===== src/hdl/quaternion_to_euler_defines.svh =====
// ----------------------------------------------------------------------------
// Assertion macros for the quaternion to Euler angle converter
// Shared helpers that keep each concurrent check on one line.
// ----------------------------------------------------------------------------
`ifndef QUATERNION_TO_EULER_DEFINES_SVH
`define QUATERNION_TO_EULER_DEFINES_SVH

// Consequent checked in the same cycle as the antecedent.
`define QTE_ASSERT_SAME(label, clk, rst, ante, cons, msg) \
   label: assert property (@(posedge clk) disable iff (rst) (ante) |-> (cons)) \
      else $error(msg);

// Consequent checked in the cycle after the antecedent.
`define QTE_ASSERT_NEXT(label, clk, rst, ante, cons, msg) \
   label: assert property (@(posedge clk) disable iff (rst) (ante) |=> (cons)) \
      else $error(msg);

`endif


===== src/hdl/qte_pkg.sv =====
// ----------------------------------------------------------------------------
// qte_pkg
// Working formats, constants and the arctangent table of the converter.
// ----------------------------------------------------------------------------
package qte_pkg;

   // Products and CORDIC vectors carry 30 fraction bits.
   localparam int WORK_FRAC = 30;
   localparam int WORK_W    = 38;
   // Angle accumulator, 2^32 per turn, with headroom.
   localparam int ACC_W     = 34;
   // Square root: radicand up to 2^58, root up to 2^29.
   localparam int RAD_W     = 60;
   localparam int ROOT_W    = 30;
   // Clamped yaw argument, within +-2^29.
   localparam int ARG_W     = 31;

   typedef logic signed [WORK_W-1:0] work_type;
   typedef logic signed [ACC_W-1:0]  acc_type;
   typedef logic        [RAD_W-1:0]  rad_type;
   typedef logic        [ROOT_W-1:0] root_type;
   typedef logic signed [ARG_W-1:0]  arg_type;

   localparam work_type WORK_HALF     = work_type'(64'sd1 <<< (WORK_FRAC - 1));
   localparam work_type WORK_HALF_NEG = -WORK_HALF;
   localparam rad_type  RAD_ONE       = rad_type'(64'd1 << (2 * (WORK_FRAC - 1)));
   localparam acc_type  ACC_QUARTER   = acc_type'(64'sd1 <<< 30);

   // atan(2^-i) at 2^32 per turn
   localparam logic [31:0] ATAN_TURNS [32] = '{
      32'h20000000, 32'h12E4051E, 32'h09FB385B, 32'h051111D4, 32'h028B0D43,
      32'h0145D7E1, 32'h00A2F61E, 32'h00517C55, 32'h0028BE53, 32'h00145F2F,
      32'h000A2F98, 32'h000517CC, 32'h00028BE6, 32'h000145F3, 32'h0000A2FA,
      32'h0000517D, 32'h000028BE, 32'h0000145F, 32'h00000A30, 32'h00000518,
      32'h0000028C, 32'h00000146, 32'h000000A3, 32'h00000051, 32'h00000029,
      32'h00000014, 32'h0000000A, 32'h00000005, 32'h00000003, 32'h00000001,
      32'h00000001, 32'h00000000
   };

endpackage


===== src/hdl/qte_mult.sv =====
// ----------------------------------------------------------------------------
// qte_mult
// Registered product of two components, aligned to the working fraction.
// ----------------------------------------------------------------------------
module qte_mult #(
   parameter int CW = 16
) (
   input  logic                    clock,
   input  logic                    en,
   input  logic signed [CW-1:0]    a,
   input  logic signed [CW-1:0]    b,
   output qte_pkg::work_type       p
);
   import qte_pkg::*;

   localparam int FRAC = 2 * (CW - 2);

   logic signed [2*CW-1:0] prod_full;
   work_type               p_in;
   work_type               p_ff;

   assign prod_full = a * b;

   generate
      if (FRAC >= WORK_FRAC) begin : g_down
         // floor shift
         assign p_in = work_type'(prod_full >>> (FRAC - WORK_FRAC));
      end else begin : g_up
         assign p_in = work_type'(prod_full) <<< (WORK_FRAC - FRAC);
      end
   endgenerate

   always_ff @(posedge clock) begin
      if (en) begin
         p_ff <= p_in;
      end
   end

   assign p = p_ff;

endmodule


===== config.mk =====
export PLATFORM = sky130hd
export DESIGN_NAME = qte_mult
export DESIGN_NICKNAME = d
export VERILOG_FILES = /design/src/hdl/quaternion_to_euler_defines.svh /design/src/hdl/qte_pkg.sv /design/src/hdl/qte_mult.sv
export SDC_FILE = /design/constraint.sdc
export NUM_CORES = 1
export LEC_CHECK = 0
export BUFFER_PORTS_ARGS = -buffer_cell sky130_fd_sc_hd__buf_2
export CAP_MARGIN = 25
export CORE_UTILIZATION = 40
export CTS_BUF_LIST = sky130_fd_sc_hd__clkbuf_4 sky130_fd_sc_hd__clkbuf_8
export CTS_CLUSTER_SIZE = 40
export DETAILED_ROUTE_END_ITERATION = 8
export HOLD_SLACK_MARGIN = 0.06
export SLEW_MARGIN = 0
export SYNTH_ARGS = -nofsm -noshare
export SYNTH_HDL_FRONTEND = slang
export SYNTH_SLANG_ARGS = --single-unit

===== constraint.sdc =====
create_clock -name clock -period 17.1 [get_ports clock]
set_input_delay 1.71 -clock clock [delete_from_list [all_inputs] [get_ports clock]]
set_output_delay 1.71 -clock clock [all_outputs]
set_load 0.02 [all_outputs]

==> qor.yml, run 1 <==
outcome:
  outcome: "finished clean"
worst_setup_path:
  slowest_stage: "fa_1"
  crit_path_end_kind: "flip-flop"
  cp_data_arrival_time_ns: 7.31
  setup.worst_path.start_class: "input pin"
  path_common_cell: "fa_1"
  worstPathCellList: "buf_2 > nand2_1 > fa_1 > fa_1 > fa_1 > inv_1 > fa_1 > fa_1 > inv_1 > fa_1 > inv_1 > ha_1 > and3_2 > a221o_1 > a21oi_2 > o211ai_2 > o31a_2 > a31oi_2 > xnor2_1"
  critPathKind: "in2reg"
  cp_max_fo: 16
  cp_top_family: "adder cells"
  cp_num_buf_inv: 4
  cpPeakStageDelay_ns: 0.55
  cp_num_cells: 19
  required_ns: 17.14
route:
  postRouteAntennaNets: 0
  via_count: 7488
  wl_per_cell_um: 16.31
  wirelength_mm: 24.33
  drt-vias-per-instance: 5.022
  drc: 0
  dr.pass1.iters: 5
  dr.first_iter.drc_count: 372
sta:
  finalCriticalPeriod_ns: 7.269
  fmax_mhz: 137.6
  rsz0062_at_grt: "no"
  slew_violations: 0
  relSlewSlack_pct: 49.54
  fin_setup_tns_ns: 0
  tightestPinTransition_ns: 0.7570
  finalSetupViolations: 0
  finalCritPeriodShare_pct: 42.51
  hold_viol_final: 0
hold_path:
  worstHoldEndpoint: "p[2]"
  hold_depth: 2
  worstHoldPathType: "in2reg"
  hold_start: "b[0]"
clock_tree:
  clk_pin_slew_ns: 0.08
  cts_tree: "built"
  root_buffer: "clkbuf_8"
  clock_path_buffers: 2
  htree_levels: 2
  cts_setup_buffers: 0
  cts_hold_buffers: 0
  cts_buffers: 5
  cts.repair.resized: 0
  clkSinkCount: 32
global_route:
  grt_max_degree: 33
  antenna_found_initial: 0
  gr-usage-all-layers_pct: 18.73
  first_global_vias: 7954
  grt.overflow.total: 0
  grt_pass1_wl_mm: 40.65
layout:
  final_nets: 1533
  nFillCells: 2580
  largest_register_ffs: 32
  layout-drive-gt1-share_pct: 7.439
  antenna_cells: 0
  area_growth_pct: 6.392
logic_synthesis:
  ys_seq_area_share_pct: 8.846
  syn-mean-instance-area_um2: 9.708
  yosysTopAreaCellShare_pct: 48.28
  syn_area_um2: 10860
  yosys.area.top_type: "fa_1"
  synthFlopType: "edfxtp_1"
  yosys_warnings: 0
  synth_cells: 1119
  async_reset_ff_share_pct: 0
  ys_ff_latch: 32
  synthTopCellsByArea: "fa_1, inv_1, ha_1"
  synth_edf_count: 32
  synth.distinct_cells: 47
floorplanning:
  row_count: 59
  pin_count: 72
  core_um2: 26350
  die_w_um: 166.8
  die_area_um2: 27820
  start_util_pct: 41.22
  fp.dieH_um: 166.8
placed_design:
  gp_congestion: 0.8559
  place_hpwl_mm: 20.45
  port_buffers: 69
run:
  drv_cap: 0
[worst max path at each step]
stage / startpoint / end / slack (ns)
5_1_grt: b[7] / p[30] / 9.54
3_3_place_gp: a[10] / p[20] / 9.57
2_1_floorplan: a[15] / p[27] / 9.92
4_1_cts: a[10] / p[33] / 9.84
6_report: a[10] / p[33] / 9.83
3_5_place_dp: a[10] / p[33] / 9.52
[routing by layer]
metal	vias up	part of all wire (%)	global-route usage [%]
li1	3366	-	-
met1	3932	41	24.17
met2	160	54	34.18
met3	30	2.9	1.711
met4	0	1.8	3.784
met5	-	0	0
[logic make-up after synthesis]
group,count (synthesis),synth area share (%)
and+or+nand+nor,301,13.98
DFF,32,8.846
AOI/OAI and AO/OA,79,5.091
adders and majority gates,344,57.73
buffers and inverters,329,11.66
xor gates and xnor gates,33,2.661
other,1,0.03452
[synth_stat cells, types with 2 or more instances]
cell	number
xnor2_1	25
nand4_1	2
buf_4	6
inv_1	288
nor3_1	3
nor2_1	20
edfxtp_1	32
a21o_2	2
a311o_1	2
o21ai_0	12
o21a_1	4
ha_1	82
and2_1	126
o21bai_1	4
nand3_1	4
clkbuf_1	33
and4_1	2
and3_1	3
nand2b_1	6
xor2_1	8
o211ai_1	3
nor4_1	3
a211oi_1	3
a21oi_1	18
a21o_1	13
a31oi_1	4
nand2_1	127
a311oi_1	2
o211ai_2	2
o2111ai_1	2
fa_1	262
[cell usage in the layout, fill, tap and decap left out, types with 13 or more instances in the layout]
cell,synthesis,final
xnor2_1,25,25
inv_1,288,288
buf_2,1,69
a21o_1,13,13
and2_1,126,126
ha_1,82,82
nand2_1,127,127
fa_1,262,262
a21oi_1,18,18
edfxtp_1,32,32
nor2_1,20,20
[area by class of cell]
type,instances,area [µm²],area share [%]
clock buffers,5,68.82,0.5954
clock inverters,3,42.54,0.3681
inverters,288,1081,9.354
multi-input cells,759,8640,74.75
flip-flops and latches,32,960.9,8.314
well taps,335,419.2,3.627
repair buffers,69,345.3,2.988
[stage by stage]
stage               cells  setup WS (ns)  hold slack (ns)  area [µm²]  util, %
detailed placement   1483          9.516            2.153       11450    43.43
global placement     1483          9.569            2.153       11450    43.43
CTS                  1491          9.843            1.949       11560    43.85
global route         1491          9.541            1.973       11560    43.85
floorplan            1120          9.924            1.823       10870        -
finish               1491          9.831            1.977       11560    43.85
Power of run 1 is not shown: default switching activity piles up to over one toggle a cycle in this logic, so the estimate is an artifact.
==> run 2, diff against run 1 <==
Clock period 17.1 ns to 6.2 ns, I/O delays scaled along.
==> run 2 against run 1 <==
Sequential share of layout area down 0.46 points. Via count up 2.9%. Non-clock buffer count is 90 higher. Cell area rose by 5.9%. Largest cell class unchanged.
==> qor.yml, run 2 (synthesis gave the netlist of run 1 again) <==
outcome:
  outcome: "finished clean"
worst_setup_path:
  cpPeakStageDelay_ns: 0.53
  slowest_stage: "fa_1"
  required_ns: 6.34
  cp_data_arrival_time_ns: 6.13
  worstPathCellList: "buf_2 > and2_1 > fa_1 > inv_1 > fa_1 > fa_1 > inv_1 > fa_1 > fa_1 > inv_1 > fa_1 > inv_1 > ha_1 > a21o_1 > a221o_1 > a21oi_2 > o211ai_2 > or2_1 > a2111o_1 > o211ai_2"
  path_common_cell: "fa_1"
  setup.worst_path.start_class: "input pin"
  critPathKind: "in2reg"
  crit_path_end_kind: "flip-flop"
  cp_max_fo: 10
route:
  wirelength_mm: 24.82
  postRouteAntennaNets: 0
  dr.first_iter.drc_count: 415
  drc: 0
  wl_per_cell_um: 15.70
  drt-vias-per-instance: 4.872
  dr.pass1.iters: 5
  via_count: 7703
sta:
  finalCritPeriodShare_pct: 96.62
  finalSetupViolations: 0
  slew_violations: 0
  rsz0062_at_grt: "no"
  fmax_mhz: 166.9
  relSlewSlack_pct: 50.18
  finalCriticalPeriod_ns: 5.991
  tightestPinTransition_ns: 0.7473
  hold_viol_final: 0
placed_design:
  port_buffers: 69
  gp_congestion: 0.8612
  place_hpwl_mm: 22.49
  dp.cells: 1573
layout:
  layoutNonFillerInstCount: 1581
  layout_common_cells: "inv_1, fa_1, nand2_1"
  area_growth_pct: 12.64
  layout-drive-gt1-share_pct: 14.13
  final_nets: 1623
  largest_register_ffs: 32
  antenna_cells: 0
  layout_commonest_cell: "inv_1"
  fin_util_pct: 46.43
clock_tree:
  clkSinkCount: 32
  cts_tree: "built"
  clk_pin_slew_ns: 0.07
  cts.repair.resized: 0
  cts_hold_buffers: 0
  cts_setup_buffers: 0
  htree_levels: 2
  root_buffer: "clkbuf_8"
  clock_path_buffers: 2
  cts_buffers: 5
global_route:
  grt_max_degree: 33
  grt.overflow.total: 0
  first_global_vias: 8122
  antenna_found_initial: 0
  gr-usage-all-layers_pct: 18.80
  grt_pass1_wl_mm: 40.94
floorplanning:
  pin_count: 72
  core_um2: 26350
  fp.dieH_um: 166.8
  start_util_pct: 41.22
  row_count: 59
  die_area_um2: 27820
  die_w_um: 166.8
hold_path:
  worstHoldPathType: "in2reg"
run:
  drv_cap: 0
==> run 2: changes by cell type in the layout (fill, tap and decap cells not counted), sizes merged <==
cell,change
clkbuf,+1
buf,+89
==> run 2: cell type report <==
type / count / area (µm²)
clock inverter: 3 / 42.54
tap: 335 / 419.2
multi-input combinational: 759 / 8640
inverter: 288 / 1081
sequential: 32 / 960.9
clock buffer: 5 / 68.82
fill: 2536 / 14120
timing repair buffer: 159 / 1023
==> run 2: metal layers <==
metal  track usage [%]  share of wire [%]
met1             24.01                 41
met2             34.98                 55
met3             1.735                2.9
met4             2.939                1.1
met5                 0                  0
==> run 2: critical path, delay by kind of cell <==
kind,cells,cell delay (ns)
simple gates,2,0.45
buf+inv,5,0.37
fa+ha+maj,7,3.24
compound gates,6,1.43
==> run 2: metrics by stage <==
stage                      TNS, ns  instance area (µm²)  setup slack (ns)  hold WS [ns]
after floorplan                  0                10870            0.1135        0.7325
after global placement    -0.05394                12120          -0.03001         1.066
after detailed placement   -0.2472                12120          -0.08956         1.062
after CTS                        0                12230            0.1988        0.8411
after global routing             0                12240          0.007028        0.8999
final                            0                12240            0.2094        0.8638
==> run 2: path summary, 6_finish.rpt <==
path / end / cells past startpoint / from
min: p[2] / 2 / b[0]
max: p[27] / 20 / a[8]
Power of run 2 is left out for the same reason.
