$ cat config.mk
export PLATFORM = sky130hd
export DESIGN_NAME = qte_isqrt
export DESIGN_NICKNAME = d
export VERILOG_FILES = /design/src/hdl/quaternion_to_euler_defines.svh /design/src/hdl/qte_pkg.sv /design/src/hdl/qte_isqrt.sv
export SDC_FILE = /design/constraint.sdc
export NUM_CORES = 2
export LEC_CHECK = 0
export BUFFER_PORTS_ARGS = -buffer_cell sky130_fd_sc_hd__buf_4
export CORE_ASPECT_RATIO = 0.7
export CORE_MARGIN = 2
export CORE_UTILIZATION = 60
export CTS_BUF_LIST = sky130_fd_sc_hd__clkbuf_2 sky130_fd_sc_hd__clkbuf_4 sky130_fd_sc_hd__clkbuf_8
export CTS_CLUSTER_SIZE = 30
export DETAILED_ROUTE_END_ITERATION = 7
export PLACE_DENSITY = 0.79
export SLEW_MARGIN = 20
export SYNTH_ARGS = -nofsm -noshare
export SYNTH_HDL_FRONTEND = slang
export SYNTH_SLANG_ARGS = --single-unit
$ cat constraint.sdc
create_clock -name clock -period 4.85 [get_ports clock]
set_input_delay 0.97 -clock clock [delete_from_list [all_inputs] [get_ports clock]]
set_output_delay 0.97 -clock clock [all_outputs]
set_load 0.05 [all_outputs]
$ cat src/hdl/quaternion_to_euler_defines.svh
// ----------------------------------------------------------------------------
// Assertion macros for the quaternion to Euler angle converter
// Shared helpers that keep each concurrent check on one line.
// ----------------------------------------------------------------------------
`ifndef QUATERNION_TO_EULER_DEFINES_SVH
`define QUATERNION_TO_EULER_DEFINES_SVH

// Consequent checked in the same cycle as the antecedent.
`define QTE_ASSERT_SAME(label, clk, rst, ante, cons, msg) \
   label: assert property (@(posedge clk) disable iff (rst) (ante) |-> (cons)) \
      else $error(msg);

// Consequent checked in the cycle after the antecedent.
`define QTE_ASSERT_NEXT(label, clk, rst, ante, cons, msg) \
   label: assert property (@(posedge clk) disable iff (rst) (ante) |=> (cons)) \
      else $error(msg);

`endif

$ cat src/hdl/qte_pkg.sv
// ----------------------------------------------------------------------------
// qte_pkg
// Working formats, constants and the arctangent table of the converter.
// ----------------------------------------------------------------------------
package qte_pkg;

   // Products and CORDIC vectors carry 30 fraction bits.
   localparam int WORK_FRAC = 30;
   localparam int WORK_W    = 38;
   // Angle accumulator, 2^32 per turn, with headroom.
   localparam int ACC_W     = 34;
   // Square root: radicand up to 2^58, root up to 2^29.
   localparam int RAD_W     = 60;
   localparam int ROOT_W    = 30;
   // Clamped yaw argument, within +-2^29.
   localparam int ARG_W     = 31;

   typedef logic signed [WORK_W-1:0] work_type;
   typedef logic signed [ACC_W-1:0]  acc_type;
   typedef logic        [RAD_W-1:0]  rad_type;
   typedef logic        [ROOT_W-1:0] root_type;
   typedef logic signed [ARG_W-1:0]  arg_type;

   localparam work_type WORK_HALF     = work_type'(64'sd1 <<< (WORK_FRAC - 1));
   localparam work_type WORK_HALF_NEG = -WORK_HALF;
   localparam rad_type  RAD_ONE       = rad_type'(64'd1 << (2 * (WORK_FRAC - 1)));
   localparam acc_type  ACC_QUARTER   = acc_type'(64'sd1 <<< 30);

   // atan(2^-i) at 2^32 per turn
   localparam logic [31:0] ATAN_TURNS [32] = '{
      32'h20000000, 32'h12E4051E, 32'h09FB385B, 32'h051111D4, 32'h028B0D43,
      32'h0145D7E1, 32'h00A2F61E, 32'h00517C55, 32'h0028BE53, 32'h00145F2F,
      32'h000A2F98, 32'h000517CC, 32'h00028BE6, 32'h000145F3, 32'h0000A2FA,
      32'h0000517D, 32'h000028BE, 32'h0000145F, 32'h00000A30, 32'h00000518,
      32'h0000028C, 32'h00000146, 32'h000000A3, 32'h00000051, 32'h00000029,
      32'h00000014, 32'h0000000A, 32'h00000005, 32'h00000003, 32'h00000001,
      32'h00000001, 32'h00000000
   };

endpackage

$ cat src/hdl/qte_isqrt.sv
// ----------------------------------------------------------------------------
// qte_isqrt
// Pipelined integer square root, one root bit per stage, floor result.
// ----------------------------------------------------------------------------
module qte_isqrt (
   input  logic              clock,
   input  logic              en,
   input  qte_pkg::rad_type  radicand,
   output qte_pkg::root_type root
);
   import qte_pkg::*;

   rad_type  rem_ff [ROOT_W];
   root_type q_ff   [ROOT_W];

   genvar k;
   generate
      for (k = 0; k < ROOT_W; k++) begin : g_bit
         localparam int B = ROOT_W - 1 - k;
         rad_type  rem_prev;
         root_type q_prev;
         rad_type  trial;

         if (k == 0) begin : g_first
            assign rem_prev = radicand;
            assign q_prev   = '0;
         end else begin : g_next
            assign rem_prev = rem_ff[k-1];
            assign q_prev   = q_ff[k-1];
         end

         // (q + 2^B)^2 - q^2
         assign trial = (rad_type'(q_prev) << (B + 1)) + (rad_type'(1) << (2 * B));

         always_ff @(posedge clock) begin
            if (en) begin
               if (rem_prev >= trial) begin
                  rem_ff[k] <= rem_prev - trial;
                  q_ff[k]   <= q_prev | (root_type'(1) << B);
               end else begin
                  rem_ff[k] <= rem_prev;
                  q_ff[k]   <= q_prev;
               end
            end
         end
      end
   endgenerate

   assign root = q_ff[ROOT_W-1];

endmodule

==> flow_metrics.py <==
metrics = {
    "setup_path": {
        "critical-path-slowest-cell": "sky130_fd_sc_hd__o21ai_0",
        "cp-end-kind": "flip-flop",
        "critical_path_peak_fanout": 22,
        "reg2regPathDepth": 11,
        "critPathTopFamily": "compound AO/OA/AOI/OAI gates",
        "cp_cell_sequence": "inv_1 -> ha_1 -> nand2_1 -> a211oi_1 -> nor3_1 -> o41ai_1 -> buf_4 -> a31oi_1 -> and4_1 -> buf_4 -> o21ai_0",
        "path_class": "reg -> reg",
        "slowest_delay_ns": 1.01,
        "required_ns": 5.44,
        "timing.critical_path.buf_inv": 3,
        "path_depth": 11,
        "cp_data_arrival_time_ns": 5.09,
        "worst_setup_path_start_kind": "flip-flop",
        "crit_top_cell": "sky130_fd_sc_hd__buf_4",
    },
    "detailed_routing": {
        "detail_route.first_pass.iterations": 6,
        "wl_per_cell_microns": 24.4,
        "detail_route.wirelength_mm": 284,
        "final_antenna_net_count": 0,
        "vias": 73800,
        "via_per_inst": 6.34,
        "drt_first_iter_violations": 10800,
        "drt_drc_violations_left": 0,
    },
    "die": {
        "fp.dieH_microns": 358,
        "die_w_microns": 510,
        "core_region_area_sq_um": 177000,
        "num_io_pins": 92,
        "rows": 129,
        "dieArea_sq_um": 182000,
        "floorplan.initialDensity_pct": 60.6,
    },
    "sta": {
        "final_hold_viol_count": 0,
        "timing.max_slew.rel_slack_pct": 14.1,
        "slew_violations": 0,
        "finalSetupViolCount": 0,
        "worst-slew-pin-transition_ns": 1.28,
        "fin_crit_ns": 4.50,
        "clock-skew-final_ns": 0.0815,
        "unrepaired_setup_endpoints_after_global_routing": "false",
        "share_of_the_clock_period_used_by_the_worst_path_pct": 92.9,
        "setup_total_negative_slack_ns": 0,
        "clock.fmax_mhz": 222,
    },
    "grt": {
        "grt.busiest_layer": "met1",
        "grt_antenna_before_repair": 15,
        "grt_residual_overflow": 0,
        "grt.met1_usage_pct": 51.2,
        "grtUsageTotal_pct": 30.8,
        "wire_length_of_the_first_global_routing_pass_mm": 422,
        "largest_net_degree_at_the_start_of_global_routing": 209,
        "number_of_global_route_vias_before_repair": 67700,
        "grt_use_met2_pct": 39.6,
        "groute.layer.met3.usage_pct": 9.02,
    },
    "job": {
        "maxCapViolations": 0,
    },
    "clock_network": {
        "cts-buffers-inserted": 329,
        "ctsLongestPathBuffers": 4,
        "clock_edge_transition_at_the_registers_on_the_reported_setup_and_hold_paths_ns": 0.07,
        "tritoncts_clock_tree": "built",
        "ctsHtreeMaxLevel": 5,
        "ctsHoldBuffers": 0,
        "clkSinkCount": 2205,
        "cts.repair_timing.setup_buffer_count": 0,
        "cts_resized": 0,
        "worst_skew_pair.late_latency_ns": 0.96,
        "cts_root_buffer": "sky130_fd_sc_hd__clkbuf_8",
    },
    "cells_and_area": {
        "finalNetCount": 9577,
        "combined_area_of_the_multi_input_logic_cells_sq_um": 38100,
        "seq_area_sq_um": 66200,
        "layout.filler_cells": 12900,
        "area.growth.synth_to_final_pct": 9.19,
        "final_cell_count_no_fill": 11600,
        "post_route_cells_drive_above_1_share_pct": 8.44,
    },
    "placed_design": {
        "placed_cells": 11000,
        "finalWeightedCongestion": 0.988,
        "place_hpwl_mm": 213,
        "port-buffer-count": 91,
    },
    "logic_synthesis": {
        "post_synth_instance_area_sq_um": 107000,
        "postSynthNetCount": 9303,
        "main_flop_type_after_synthesis": "sky130_fd_sc_hd__edfxtp_1",
        "synth_edf_count": 2205,
        "syn_area_per_cell_sq_um": 12.3,
        "ys_seq_elements": 2205,
        "synth_seq_area_share_pct": 61.7,
        "post_synth_inst_count": 8748,
        "yosysUniqueCellTypes": 93,
        "synth_warnings": 0,
        "async_flop_share_pct": 0,
    },
    "power_and_ir_drop": {
        "max-vdd-ir-drop_mv": 0.307,
        "power.static_leakage_uw": 0.0438,
        "cellPowerDensity_nw_per_um2": 453,
    },
    "min_path": {
        "hp_class": "in -> reg",
        "hold_critical_path_depth": 1,
    },
    "outcome": {
        "status": "finished, final reports clean",
    },
}
power breakdown:
group | internal (uW) | switching, uW
Sequential | 24100 | 2330
Clock | 7730 | 7200
Combinational | 4480 | 7230
Total | 36300 | 16800
routing by layer:
layer  up-vias  wire, microns  part of all wire, %
met5         -             40                0.014
met4         6           4650                  1.6
met3       379          38900                   14
met2      4338         109000                   38
met1     35600         131000                   46
li1      33400              -                    -
cell type report:
cell class / count / area share [%]
sequential: 2205 / 56.5
multi-input combinational: 5721 / 32.5
clock buffer: 421 / 4.51
tap: 2358 / 2.52
inverter: 597 / 1.91
timing repair buffer: 168 / 1.21
clock inverter: 160 / 0.856
antenna: 2 / 0.00427
Yosys cell counts, types with 14 or more instances:
master | n | area (sq um)
sky130_fd_sc_hd__xnor2_1 | 405 | 3550
sky130_fd_sc_hd__nand4_1 | 158 | 988
sky130_fd_sc_hd__nand2b_1 | 98 | 613
sky130_fd_sc_hd__a21o_1 | 189 | 1420
sky130_fd_sc_hd__o211ai_1 | 34 | 255
sky130_fd_sc_hd__nand3b_1 | 36 | 270
sky130_fd_sc_hd__or4_1 | 74 | 556
sky130_fd_sc_hd__and4b_1 | 14 | 140
sky130_fd_sc_hd__nand2_1 | 689 | 2590
sky130_fd_sc_hd__or3_1 | 101 | 632
sky130_fd_sc_hd__nor3_1 | 248 | 1240
sky130_fd_sc_hd__nor2_1 | 530 | 1990
sky130_fd_sc_hd__and3_1 | 40 | 250
sky130_fd_sc_hd__ha_1 | 493 | 6170
sky130_fd_sc_hd__a21boi_0 | 25 | 188
sky130_fd_sc_hd__o21ai_0 | 475 | 2380
sky130_fd_sc_hd__nor4_1 | 323 | 2020
sky130_fd_sc_hd__nand3_1 | 158 | 791
sky130_fd_sc_hd__a21oi_1 | 474 | 2370
sky130_fd_sc_hd__nor3b_1 | 14 | 105
sky130_fd_sc_hd__inv_1 | 594 | 2230
sky130_fd_sc_hd__or2_2 | 33 | 206
sky130_fd_sc_hd__clkbuf_1 | 207 | 777
sky130_fd_sc_hd__a211o_1 | 20 | 175
sky130_fd_sc_hd__edfxtp_1 | 2205 | 66200
sky130_fd_sc_hd__and2_1 | 31 | 194
sky130_fd_sc_hd__nor2b_1 | 69 | 432
sky130_fd_sc_hd__a2111oi_0 | 18 | 158
sky130_fd_sc_hd__and4_1 | 15 | 131
sky130_fd_sc_hd__o21a_1 | 87 | 653
sky130_fd_sc_hd__o31ai_1 | 42 | 315
sky130_fd_sc_hd__a31oi_1 | 47 | 294
sky130_fd_sc_hd__nand4b_1 | 30 | 263
sky130_fd_sc_hd__mux2_2 | 48 | 541
sky130_fd_sc_hd__xor2_1 | 370 | 3240
sky130_fd_sc_hd__o21bai_1 | 33 | 248
sky130_fd_sc_hd__o2111ai_1 | 18 | 158
sky130_fd_sc_hd__nor4b_1 | 67 | 587
sky130_fd_sc_hd__a211oi_1 | 43 | 323
through the flow:
step	setup slack (ns)	instance area, sq um	utilization [%]	hold WS (ns)	power (uW)
after detailed placement	0.702	111000	62.6	0.428	38000
after global routing	0.324	117000	66.1	0.144	55400
after CTS	0.636	117000	66.1	0.135	52900
after floorplan	0.131	107000	-	0.417	34000
after global placement	0.670	111000	62.6	0.428	37800
final	0.346	117000	66.1	0.200	53100
cell families (layout without fill, tap and decap cells):
group	Yosys count	in the layout	synth area share, %
AO/OA/AOI/OAI	1644	1644	9.51
XOR/XNOR	775	775	6.32
adder cells (fa/ha/maj)	493	493	5.75
buffers and inverters	822	1346	2.91
flip-flops	2205	2205	61.7
multiplexers	51	51	0.531
other	0	2	0
AND/OR/NAND/NOR	2758	2758	13.3
cell usage in the layout (no fill, tap or decap), types with 340 or more instances in the layout:
cell type                  instances
sky130_fd_sc_hd__a21oi_1         474
sky130_fd_sc_hd__clkbuf_8        340
sky130_fd_sc_hd__edfxtp_1       2205
sky130_fd_sc_hd__ha_1            493
sky130_fd_sc_hd__inv_1           593
sky130_fd_sc_hd__nand2_1         689
sky130_fd_sc_hd__nor2_1          529
sky130_fd_sc_hd__o21ai_0         474
sky130_fd_sc_hd__xnor2_1         405
sky130_fd_sc_hd__xor2_1          370
final timing paths:
kind                               startpoint        endpoint  slack (ns)
worst max-delay path              q_ff[1][45]  rem_ff[1][159]        0.35
worst min-delay path             radicand[15]   rem_ff[0][15]        0.20
worst max register to register    q_ff[1][45]  rem_ff[1][159]        0.35
worst min register to register  rem_ff[0][36]   rem_ff[0][96]        0.43
sequential cells by signal (all words and copies together), names as in the netlist:
register / flops
q_ff: 465
rem_ff: 1740
worst reg2reg max path, stage by stage, from the launching register on:
cell,delay (ns)
sky130_fd_sc_hd__edfxtp_1,0.60
sky130_fd_sc_hd__inv_1,0.09
sky130_fd_sc_hd__ha_1,0.35
sky130_fd_sc_hd__nand2_1,0.13
sky130_fd_sc_hd__a211oi_1,0.39
sky130_fd_sc_hd__nor3_1,0.15
sky130_fd_sc_hd__o41ai_1,0.44
sky130_fd_sc_hd__buf_4,0.20
sky130_fd_sc_hd__a31oi_1,0.11
sky130_fd_sc_hd__and4_1,0.38
sky130_fd_sc_hd__buf_4,0.30
sky130_fd_sc_hd__o21ai_0,1.02
Note: power is estimated with default switching activity, not from simulation.
